File: src/rtl/core/spf_pkg.sv
// ----------------------------------------------------------------------------
// spf_pkg: shared types and constants for the sweep point frequency block
// Register indexes, field widths and the fixed bandwidth table.
// ----------------------------------------------------------------------------
package spf_pkg;

  localparam int FREQ_W = 48;
  localparam int RF_W   = 49;
  localparam int STEP_W = 31;
  localparam int RBW_W  = 32;
  localparam int SEL_W  = 3;
  localparam int IDX_W  = 16;
  localparam int CIDX_W = 3;
  localparam int CDAT_W = 48;

  localparam logic [CIDX_W-1:0] REG_START  = 3'd0;
  localparam logic [CIDX_W-1:0] REG_STOP   = 3'd1;
  localparam logic [CIDX_W-1:0] REG_RBWSEL = 3'd2;
  localparam logic [CIDX_W-1:0] REG_CUSTOM = 3'd3;

  localparam logic [SEL_W-1:0] SEL_10K    = 3'd0;
  localparam logic [SEL_W-1:0] SEL_30K    = 3'd1;
  localparam logic [SEL_W-1:0] SEL_100K   = 3'd2;
  localparam logic [SEL_W-1:0] SEL_300K   = 3'd3;
  localparam logic [SEL_W-1:0] SEL_1M     = 3'd4;

  localparam logic [RBW_W-1:0] RBW_DEFAULT = 32'd100000;

  // plan handed from the planner to the point pipeline
  typedef struct packed {
    logic [FREQ_W-1:0] start;
    logic [STEP_W-1:0] step;
    logic              error;
  } plan_t;

  // bandwidth in Hz for a selector; codes above 1M mean custom (100 kHz if 0)
  function automatic logic [RBW_W-1:0] pick_rbw(input logic [SEL_W-1:0] sel,
                                                input logic [RBW_W-1:0] custom);
    logic [RBW_W-1:0] bw;
    unique case (sel)
      SEL_10K:  bw = 32'd10000;
      SEL_30K:  bw = 32'd30000;
      SEL_100K: bw = 32'd100000;
      SEL_300K: bw = 32'd300000;
      SEL_1M:   bw = 32'd1000000;
      default:  bw = (custom != '0) ? custom : RBW_DEFAULT;
    endcase
    return bw;
  endfunction

endpackage

File: src/rtl/core/spf_planner.sv
// ----------------------------------------------------------------------------
// spf_planner: configuration registers and sweep plan
// Holds the registers, derives the step and works out the point count with a
// bit-serial divider after reset and after every write.
// ----------------------------------------------------------------------------
module spf_planner #(
  parameter int MAX_POINTS = 4096,
  parameter int CW = $clog2(MAX_POINTS + 1)
) (
  input  logic                         clk,
  input  logic                         rst,
  input  logic                         cfg_valid,
  output logic                         cfg_ready,
  input  logic [spf_pkg::CIDX_W-1:0]   cfg_index,
  input  logic [spf_pkg::CDAT_W-1:0]   cfg_data,
  output spf_pkg::plan_t               plan,
  output logic [CW-1:0]                count,
  output logic                         busy
);

  localparam int FW = spf_pkg::FREQ_W;
  localparam int SW = spf_pkg::STEP_W;
  localparam logic [5:0] LAST_ITER = 6'(FW - 1);

  logic [FW-1:0]                start_freq;
  logic [FW-1:0]                stop_freq;
  logic [spf_pkg::SEL_W-1:0]    rbw_select;
  logic [spf_pkg::RBW_W-1:0]    custom_rbw;

  logic              load;
  logic [5:0]        iter;
  logic [FW-1:0]     dvd;     // dividend shifting out, quotient shifting in
  logic [SW-1:0]     rem;
  logic [SW-1:0]     step;
  logic              error;

  logic [spf_pkg::RBW_W-1:0] bw;
  logic [SW-1:0]     step_next;
  logic [SW:0]       trial;
  logic [SW:0]       diff;
  logic              qbit;
  logic [FW-1:0]     dvd_next;
  logic [SW-1:0]     rem_next;
  logic [CW-1:0]     count_next;

  assign cfg_ready = 1'b1;

  always_comb begin
    bw        = spf_pkg::pick_rbw(rbw_select, custom_rbw);
    step_next = bw[spf_pkg::RBW_W-1:1];
    if (step_next == '0) begin
      step_next = SW'(1);
    end
    trial    = {rem, dvd[FW-1]};
    diff     = trial - {1'b0, step};
    qbit     = (trial >= {1'b0, step});
    rem_next = qbit ? diff[SW-1:0] : trial[SW-1:0];
    dvd_next = {dvd[FW-2:0], qbit};
    // count = quotient + 1, kept within 2..MAX_POINTS
    if (dvd_next >= FW'(MAX_POINTS - 1)) begin
      count_next = CW'(MAX_POINTS);
    end else if (dvd_next == '0) begin
      count_next = CW'(2);
    end else begin
      count_next = CW'(dvd_next + FW'(1));
    end
  end

  always_ff @(posedge clk) begin
    if (rst) begin
      start_freq <= '0;
      stop_freq  <= '0;
      rbw_select <= spf_pkg::SEL_100K;
      custom_rbw <= '0;
      load       <= 1'b1;
      busy       <= 1'b1;
      iter       <= '0;
    end else if (cfg_valid && cfg_ready) begin
      unique case (cfg_index)
        spf_pkg::REG_START:  start_freq <= cfg_data[FW-1:0];
        spf_pkg::REG_STOP:   stop_freq  <= cfg_data[FW-1:0];
        spf_pkg::REG_RBWSEL: rbw_select <= cfg_data[spf_pkg::SEL_W-1:0];
        spf_pkg::REG_CUSTOM: custom_rbw <= cfg_data[spf_pkg::RBW_W-1:0];
        default: ;
      endcase
      load <= 1'b1;
      busy <= 1'b1;
    end else if (load) begin
      load <= 1'b0;
      iter <= '0;
    end else if (busy) begin
      iter <= iter + 6'd1;
      if (iter == LAST_ITER) begin
        busy <= 1'b0;
      end
    end
  end

  always_ff @(posedge clk) begin
    if (!rst && !(cfg_valid && cfg_ready)) begin
      if (load) begin
        step  <= step_next;
        error <= (stop_freq <= start_freq);
        dvd   <= stop_freq - start_freq;
        rem   <= '0;
      end else if (busy) begin
        dvd <= dvd_next;
        rem <= rem_next;
        if (iter == LAST_ITER) begin
          count <= count_next;
        end
      end
    end
  end

  assign plan.start = start_freq;
  assign plan.step  = step;
  assign plan.error = error;

endmodule

File: src/rtl/core/spf_pipe.sv
// ----------------------------------------------------------------------------
// spf_pipe: three-stage point pipeline
// Clamp the index, multiply by the step, add the start frequency.
// ----------------------------------------------------------------------------
module spf_pipe #(
  parameter int MAX_POINTS = 4096,
  parameter int CW = $clog2(MAX_POINTS + 1)
) (
  input  logic                          clk,
  input  logic                          rst,
  input  spf_pkg::plan_t                plan,
  input  logic [CW-1:0]                 count,
  input  logic                          hold,
  input  logic                          in_valid,
  output logic                          in_stall,
  input  logic [spf_pkg::IDX_W-1:0]     sweep_index,
  output logic                          out_valid,
  input  logic                          out_stall,
  output logic [spf_pkg::RF_W-1:0]      rf_freq,
  output logic [spf_pkg::STEP_W-1:0]    step_freq,
  output logic [CW-1:0]                 sweep_count,
  output logic                          plan_error
);

  localparam int IW = $clog2(MAX_POINTS);
  localparam int XW = (CW > spf_pkg::IDX_W) ? CW : spf_pkg::IDX_W + 1;
  localparam int PW = IW + spf_pkg::STEP_W;

  logic           v1, v2;
  logic           r1, r2, r3;
  logic [IW-1:0]  idx1;
  logic [PW-1:0]  prod2;
  logic [XW-1:0]  idx_x, cnt_x, last_x;

  assign r3 = !out_valid || !out_stall;
  assign r2 = !v2 || r3;
  assign r1 = !v1 || r2;
  assign in_stall = hold || !r1;

  always_comb begin
    idx_x  = XW'(sweep_index);
    cnt_x  = XW'(count);
    last_x = cnt_x - XW'(1);
  end

  always_ff @(posedge clk) begin
    if (rst) begin
      v1        <= 1'b0;
      v2        <= 1'b0;
      out_valid <= 1'b0;
    end else begin
      if (r1) begin
        v1 <= in_valid && !in_stall;
      end
      if (r2) begin
        v2 <= v1;
      end
      if (r3) begin
        out_valid <= v2;
      end
    end
  end

  always_ff @(posedge clk) begin
    if (r1 && in_valid && !in_stall) begin
      idx1 <= (idx_x >= cnt_x) ? last_x[IW-1:0] : idx_x[IW-1:0];
    end
    if (r2 && v1) begin
      prod2 <= PW'(idx1) * PW'(plan.step);
    end
    if (r3 && v2) begin
      if (plan.error) begin
        rf_freq     <= '0;
        step_freq   <= '0;
        sweep_count <= '0;
        plan_error  <= 1'b1;
      end else begin
        rf_freq     <= spf_pkg::RF_W'(plan.start) + spf_pkg::RF_W'(prod2);
        step_freq   <= plan.step;
        sweep_count <= count;
        plan_error  <= 1'b0;
      end
    end
  end

endmodule

File: src/rtl/core/sweep_point_frequency.sv
// ----------------------------------------------------------------------------
// sweep_point_frequency: spectrum sweep point planner
// Returns start + index*step for each point index, with step and count.
// ----------------------------------------------------------------------------
//  channel   handshake            payload
//  cfg       cfg_valid/cfg_ready  cfg_index, cfg_data
//  in        in_valid/in_stall    sweep_index
//  out       out_valid/out_stall  rf_freq, step_freq, sweep_count, plan_error
//
//  One word per cycle in steady state, while out_stall is low and the
//  planner is idle. Three register stages (clamp, multiply, add) lie
//  between the accepted index and its outgoing word. After reset and
//  after every configuration write the planner runs a bit-serial
//  divider for the point count, during which in_stall is held high.
//  Reset (rst, synchronous) loads the register defaults and starts the plan.
//  Each stage advances independently, so bubbles close up under out_stall.
// ----------------------------------------------------------------------------
module sweep_point_frequency #(
  parameter int MAX_POINTS = 4096
) (
  input  logic                              clk,
  input  logic                              rst,
  input  logic                              cfg_valid,
  output logic                              cfg_ready,
  input  logic [spf_pkg::CIDX_W-1:0]        cfg_index,
  input  logic [spf_pkg::CDAT_W-1:0]        cfg_data,
  input  logic                              in_valid,
  output logic                              in_stall,
  input  logic [spf_pkg::IDX_W-1:0]         sweep_index,
  output logic                              out_valid,
  input  logic                              out_stall,
  output logic [spf_pkg::RF_W-1:0]          rf_freq,
  output logic [spf_pkg::STEP_W-1:0]        step_freq,
  output logic [$clog2(MAX_POINTS + 1)-1:0] sweep_count,
  output logic                              plan_error
);

  localparam int CW = $clog2(MAX_POINTS + 1);

  spf_pkg::plan_t plan;
  logic [CW-1:0]  count;
  logic           busy;

  // registers, step and divider for the point count
  spf_planner #(.MAX_POINTS(MAX_POINTS), .CW(CW)) u_planner (
    .clk       (clk),
    .rst       (rst),
    .cfg_valid (cfg_valid),
    .cfg_ready (cfg_ready),
    .cfg_index (cfg_index),
    .cfg_data  (cfg_data),
    .plan      (plan),
    .count     (count),
    .busy      (busy)
  );

  // per-point pipeline
  spf_pipe #(.MAX_POINTS(MAX_POINTS), .CW(CW)) u_pipe (
    .clk         (clk),
    .rst         (rst),
    .plan        (plan),
    .count       (count),
    .hold        (busy),
    .in_valid    (in_valid),
    .in_stall    (in_stall),
    .sweep_index (sweep_index),
    .out_valid   (out_valid),
    .out_stall   (out_stall),
    .rf_freq     (rf_freq),
    .step_freq   (step_freq),
    .sweep_count (sweep_count),
    .plan_error  (plan_error)
  );

endmodule

File: config.mk
export PLATFORM = sky130hd
export DESIGN_NAME = sweep_point_frequency
export DESIGN_NICKNAME = d
export VERILOG_FILES = /design/src/rtl/core/spf_pkg.sv /design/src/rtl/core/spf_planner.sv /design/src/rtl/core/spf_pipe.sv /design/src/rtl/core/sweep_point_frequency.sv
export SDC_FILE = /design/constraint.sdc
export NUM_CORES = 2
export LEC_CHECK = 0
export BUFFER_PORTS_ARGS = -buffer_cell sky130_fd_sc_hd__buf_2
export CORE_MARGIN = 4
export CORE_UTILIZATION = 32
export DETAILED_ROUTE_END_ITERATION = 10
export PLACE_DENSITY_LB_ADDON = 0.25
export RECOVER_POWER = 100
export SKIP_LAST_GASP = 1
export SYNTH_ARGS = -nofsm -noshare
export SYNTH_HDL_FRONTEND = slang
export SYNTH_HIERARCHICAL = 1
export SYNTH_SLANG_ARGS = --single-unit
export TNS_END_PERCENT = 100
File: constraint.sdc
create_clock -name clk -period 21 [get_ports clk]
set_clock_uncertainty 0.15 [all_clocks]
set_input_delay 4.2 -clock clk [delete_from_list [all_inputs] [get_ports clk]]
set_output_delay 4.2 -clock clk [all_outputs]
set_load 0.02 [all_outputs]
==> impl_metrics.tcl <==
set metrics [dict create \
    critPathArrivalTime_ns 9.60 \
    power.leakage_nw 16.6 \
    power_mw 2.79 \
    setup_total_negative_slack_ns 0 \
    totalWireLength_um 106000 \
    failed_checks "capacitance limit, slew limit" \
    setup.worst_path.end_class "flip-flop" \
    critical-path-max-stage-delay_ns 3.38 \
    mappedNetlistArea_um2 34900 \
    report.final.hold_viol_count 0 \
    final_min_period_over_clock_period 0.459 \
    rows 120 \
    avgSynthCellArea_um2 9.00 \
    total_of_fill_cells_in_the_finished_design 11100 \
    start_kind "primary input" \
    place.port_buffers 167 \
    cts_max_path_buffers 3 \
    antenna_found_initial 27 \
    post_dp_cell_area_um2 37100 \
    start_util 0.324 \
    cts.clk_slew.worst_paths_ns 0.06 \
    detailed_routing_iterations_pass_1 5 \
    vias 27300 \
    syn_nets 4461 \
    grt_pass1_vias 27400 \
    io-pin-count 169 \
    path_cells "clkbuf_1 > nor2_1 > inv_1 > nor2_4 > clkbuf_1" \
    postCtsSetupRepairBufs 0 \
    global_route_wire_length_before_repair_um 164000 \
    worstMarginPinSlew_ns 4.84 \
    post_cts.resized_instances 0 \
    pwr_cell_area_nw_per_um2 72.2 \
    asyncSetResetFlopFracSynth 0 \
    dr.first_iter.drc_count 1872 \
    tritoncts_buffers 51 \
    seq_area_um2 11000 \
    peakVddDrop_v 0.0000721 \
    multiInputGateArea_um2 21300 \
    cts-root-buf "sky130_fd_sc_hd__clkbuf_16" \
    detailed_place_hpwl_um 80300 \
    num_clock_sinks 415 \
    worst_skew_pair.late_latency_ns 0.66 \
    ratio_of_cells_with_drive_above_1_in_the_final_layout 0.0617 \
    crit_path_top_delay_cell "sky130_fd_sc_hd__clkbuf_1" \
    cts_tree "built" \
    finalMaxSlewViolations 630 \
    rr_worst_depth 4 \
    vias_per_cell 5.05 \
    core-area_um2 108000 \
    final_antenna_net_count 0 \
    seq_area_frac_synth 0.316 \
    die_h_um 338 \
    critPathMaxFanout 79 \
    hold_path.class "flip-flop to flip-flop" \
    synth.lib_cells_used.distinct 95 \
    drv_cap 12 \
    crit_required_ns 20.96 \
    cts_hold_buffers 0 \
    finalSetupViolCount 0 \
    timing.slew.headroom -2.23 \
    final_nets 4531 \
    groute.usage.overall 0.183 \
    ys_seq_elements 415 \
    fmax_mhz 104 \
    gp_congestion 0.895 \
    syn2layout_area_growth_pct 10.6 \
    grt_overflow 0 \
    grt_setup_unrepaired "false" \
    critPathMostFrequentCell "sky130_fd_sc_hd__clkbuf_1" \
    synth-edff-count 273 \
    die_width_um 338 \
    syn_inst 3876 \
    h_tree_level_count 2 \
    synth_area_leaders "sky130_fd_sc_hd__edfxtp_1 23%, sky130_fd_sc_hd__fa_1 17%, sky130_fd_sc_hd__dfxtp_1 8.1%" \
    yosysTopAreaCellShare 0.235 \
    status "complete, but fails checks" \
    remaining_drc_errors 0 \
    fp.dieArea_um2 114000 \
    synthDominantAreaCellType "sky130_fd_sc_hd__edfxtp_1" \
    worstHoldPathCells 2 \
    fin_area_um2 38600 \
    most_used_flip_flop_cell_after_synthesis "sky130_fd_sc_hd__edfxtp_1" \
    grt_max_degree 80 \
    synth_warnings 6 \
    setup.worst_path.class "primary input to flip-flop" \
    finalCriticalPeriod_ns 9.64 \
    post_drt_wl_per_cell_um 19.7 \
]
metal layers:
metal  vias to the layer above  global-route usage  share of wire
met4                        22              0.0386          0.020
met3                       122              0.0446          0.068
met1                     13500               0.244           0.44
met5                         -                   0         0.0016
met2                       629               0.302           0.47
li1                      13000                   -              -
metrics by stage:
stage,hold slack (ns),util,worst slack (ns),std cells
after floorplan,0.286,-,9.14,3876
after global routing,0.331,0.358,10.78,5394
after global placement,0.297,0.344,11.60,5296
after CTS,0.308,0.361,11.67,5392
final,0.307,0.358,11.36,5405
after detailed placement,0.300,0.344,11.67,5296
flip-flops by register name, summed over array words and instances (netlist names), 3 cells and up:
| signal | cells |
|---|---|
| u_planner/iter | 6 |
| u_planner/custom_rbw | 32 |
| u_planner/rem | 31 |
| u_planner/rbw_select | 3 |
| u_pipe/sweep_count | 13 |
| u_pipe/step_freq | 31 |
| u_planner/start_freq | 48 |
| u_planner/dvd | 48 |
| u_pipe/prod2 | 43 |
| u_pipe/rf_freq | 49 |
| u_planner/count | 13 |
| u_planner/stop_freq | 48 |
| u_pipe/idx1 | 12 |
| u_planner/step | 31 |
worst max-delay path: cells and delay by family:
family | cells | cell delay [ns]
buffers and inverters | 3 | 4.65
and+or+nand+nor | 2 | 0.64
kinds of logic (layout without fill, tap and decap cells):
family / Yosys count / count (layout) / synth area share
simple gates: 1347 / 1347 / 0.177
compound gates: 726 / 726 / 0.130
buf+inv: 659 / 772 / 0.0715
fa+ha+maj: 513 / 513 / 0.247
flops: 415 / 415 / 0.316
xor+xnor: 157 / 157 / 0.0394
mux: 58 / 58 / 0.0184
other cells: 1 / 14 / 0.000107
cell usage in the layout, fill, tap and decap left out, types with 55 or more instances in the layout:
cell type	n
sky130_fd_sc_hd__xor2_1	57
sky130_fd_sc_hd__edfxtp_1	273
sky130_fd_sc_hd__nor2b_1	66
sky130_fd_sc_hd__clkbuf_16	55
sky130_fd_sc_hd__buf_2	69
sky130_fd_sc_hd__nand3_1	55
sky130_fd_sc_hd__clkbuf_1	119
sky130_fd_sc_hd__and2_1	111
sky130_fd_sc_hd__nor2_1	234
sky130_fd_sc_hd__a21o_1	96
sky130_fd_sc_hd__nand2_1	665
sky130_fd_sc_hd__xnor2_1	100
sky130_fd_sc_hd__ha_1	220
sky130_fd_sc_hd__fa_1	293
sky130_fd_sc_hd__o21ai_0	88
sky130_fd_sc_hd__dfxtp_1	142
sky130_fd_sc_hd__inv_1	473
sky130_fd_sc_hd__a21oi_1	334
layout make-up:
| type | instances | area share |
|---|---|---|
| antenna | 13 | 0.000843 |
| clock buffer | 72 | 0.0389 |
| clock inverter | 24 | 0.00713 |
| inverter | 473 | 0.0460 |
| multi-input combinational | 2802 | 0.551 |
| sequential | 415 | 0.286 |
| tap | 1403 | 0.0455 |
| timing repair buffer | 203 | 0.0243 |
synthesized netlist by cell type (all sizes together) (18+ instances only):
library cell    n
fa            293
and3           38
o21ai         100
nand3          55
xnor2         100
ha            220
mux2           46
a211oi         20
a31oi          21
inv           473
o21a           20
buf            18
edfxtp        273
nor2b          68
a21oi         336
dfxtp         142
nand2b         22
nor2          235
and2          120
a21o           97
nand2         667
xor2           57
clkbuf        168
o31ai          19
nor3           34
o21bai         23
nor4           24
nand4          36
power breakdown:
part / switching (mW) / internal (mW) / leakage [nW] / total, mW
clock network: 0.384 / 0.551 / 0.867 / 0.935
logic: 0.555 / 0.343 / 12.1 / 0.898
registers: 0.0256 / 0.928 / 3.64 / 0.954
total: 0.964 / 1.82 / 16.6 / 2.79
path summary, 6_finish.rpt:
check | startpoint | end | slack (ns)
min | u_planner/stop_freq[0] | u_planner/stop_freq[0] | 0.31
max reg2reg | u_planner/load | u_planner/rem[10] | 12.89
max | rst | u_planner/rem[10] | 11.36
min reg2reg | u_planner/stop_freq[0] | u_planner/stop_freq[0] | 0.31
Note: power is estimated with default switching activity, not from simulation.
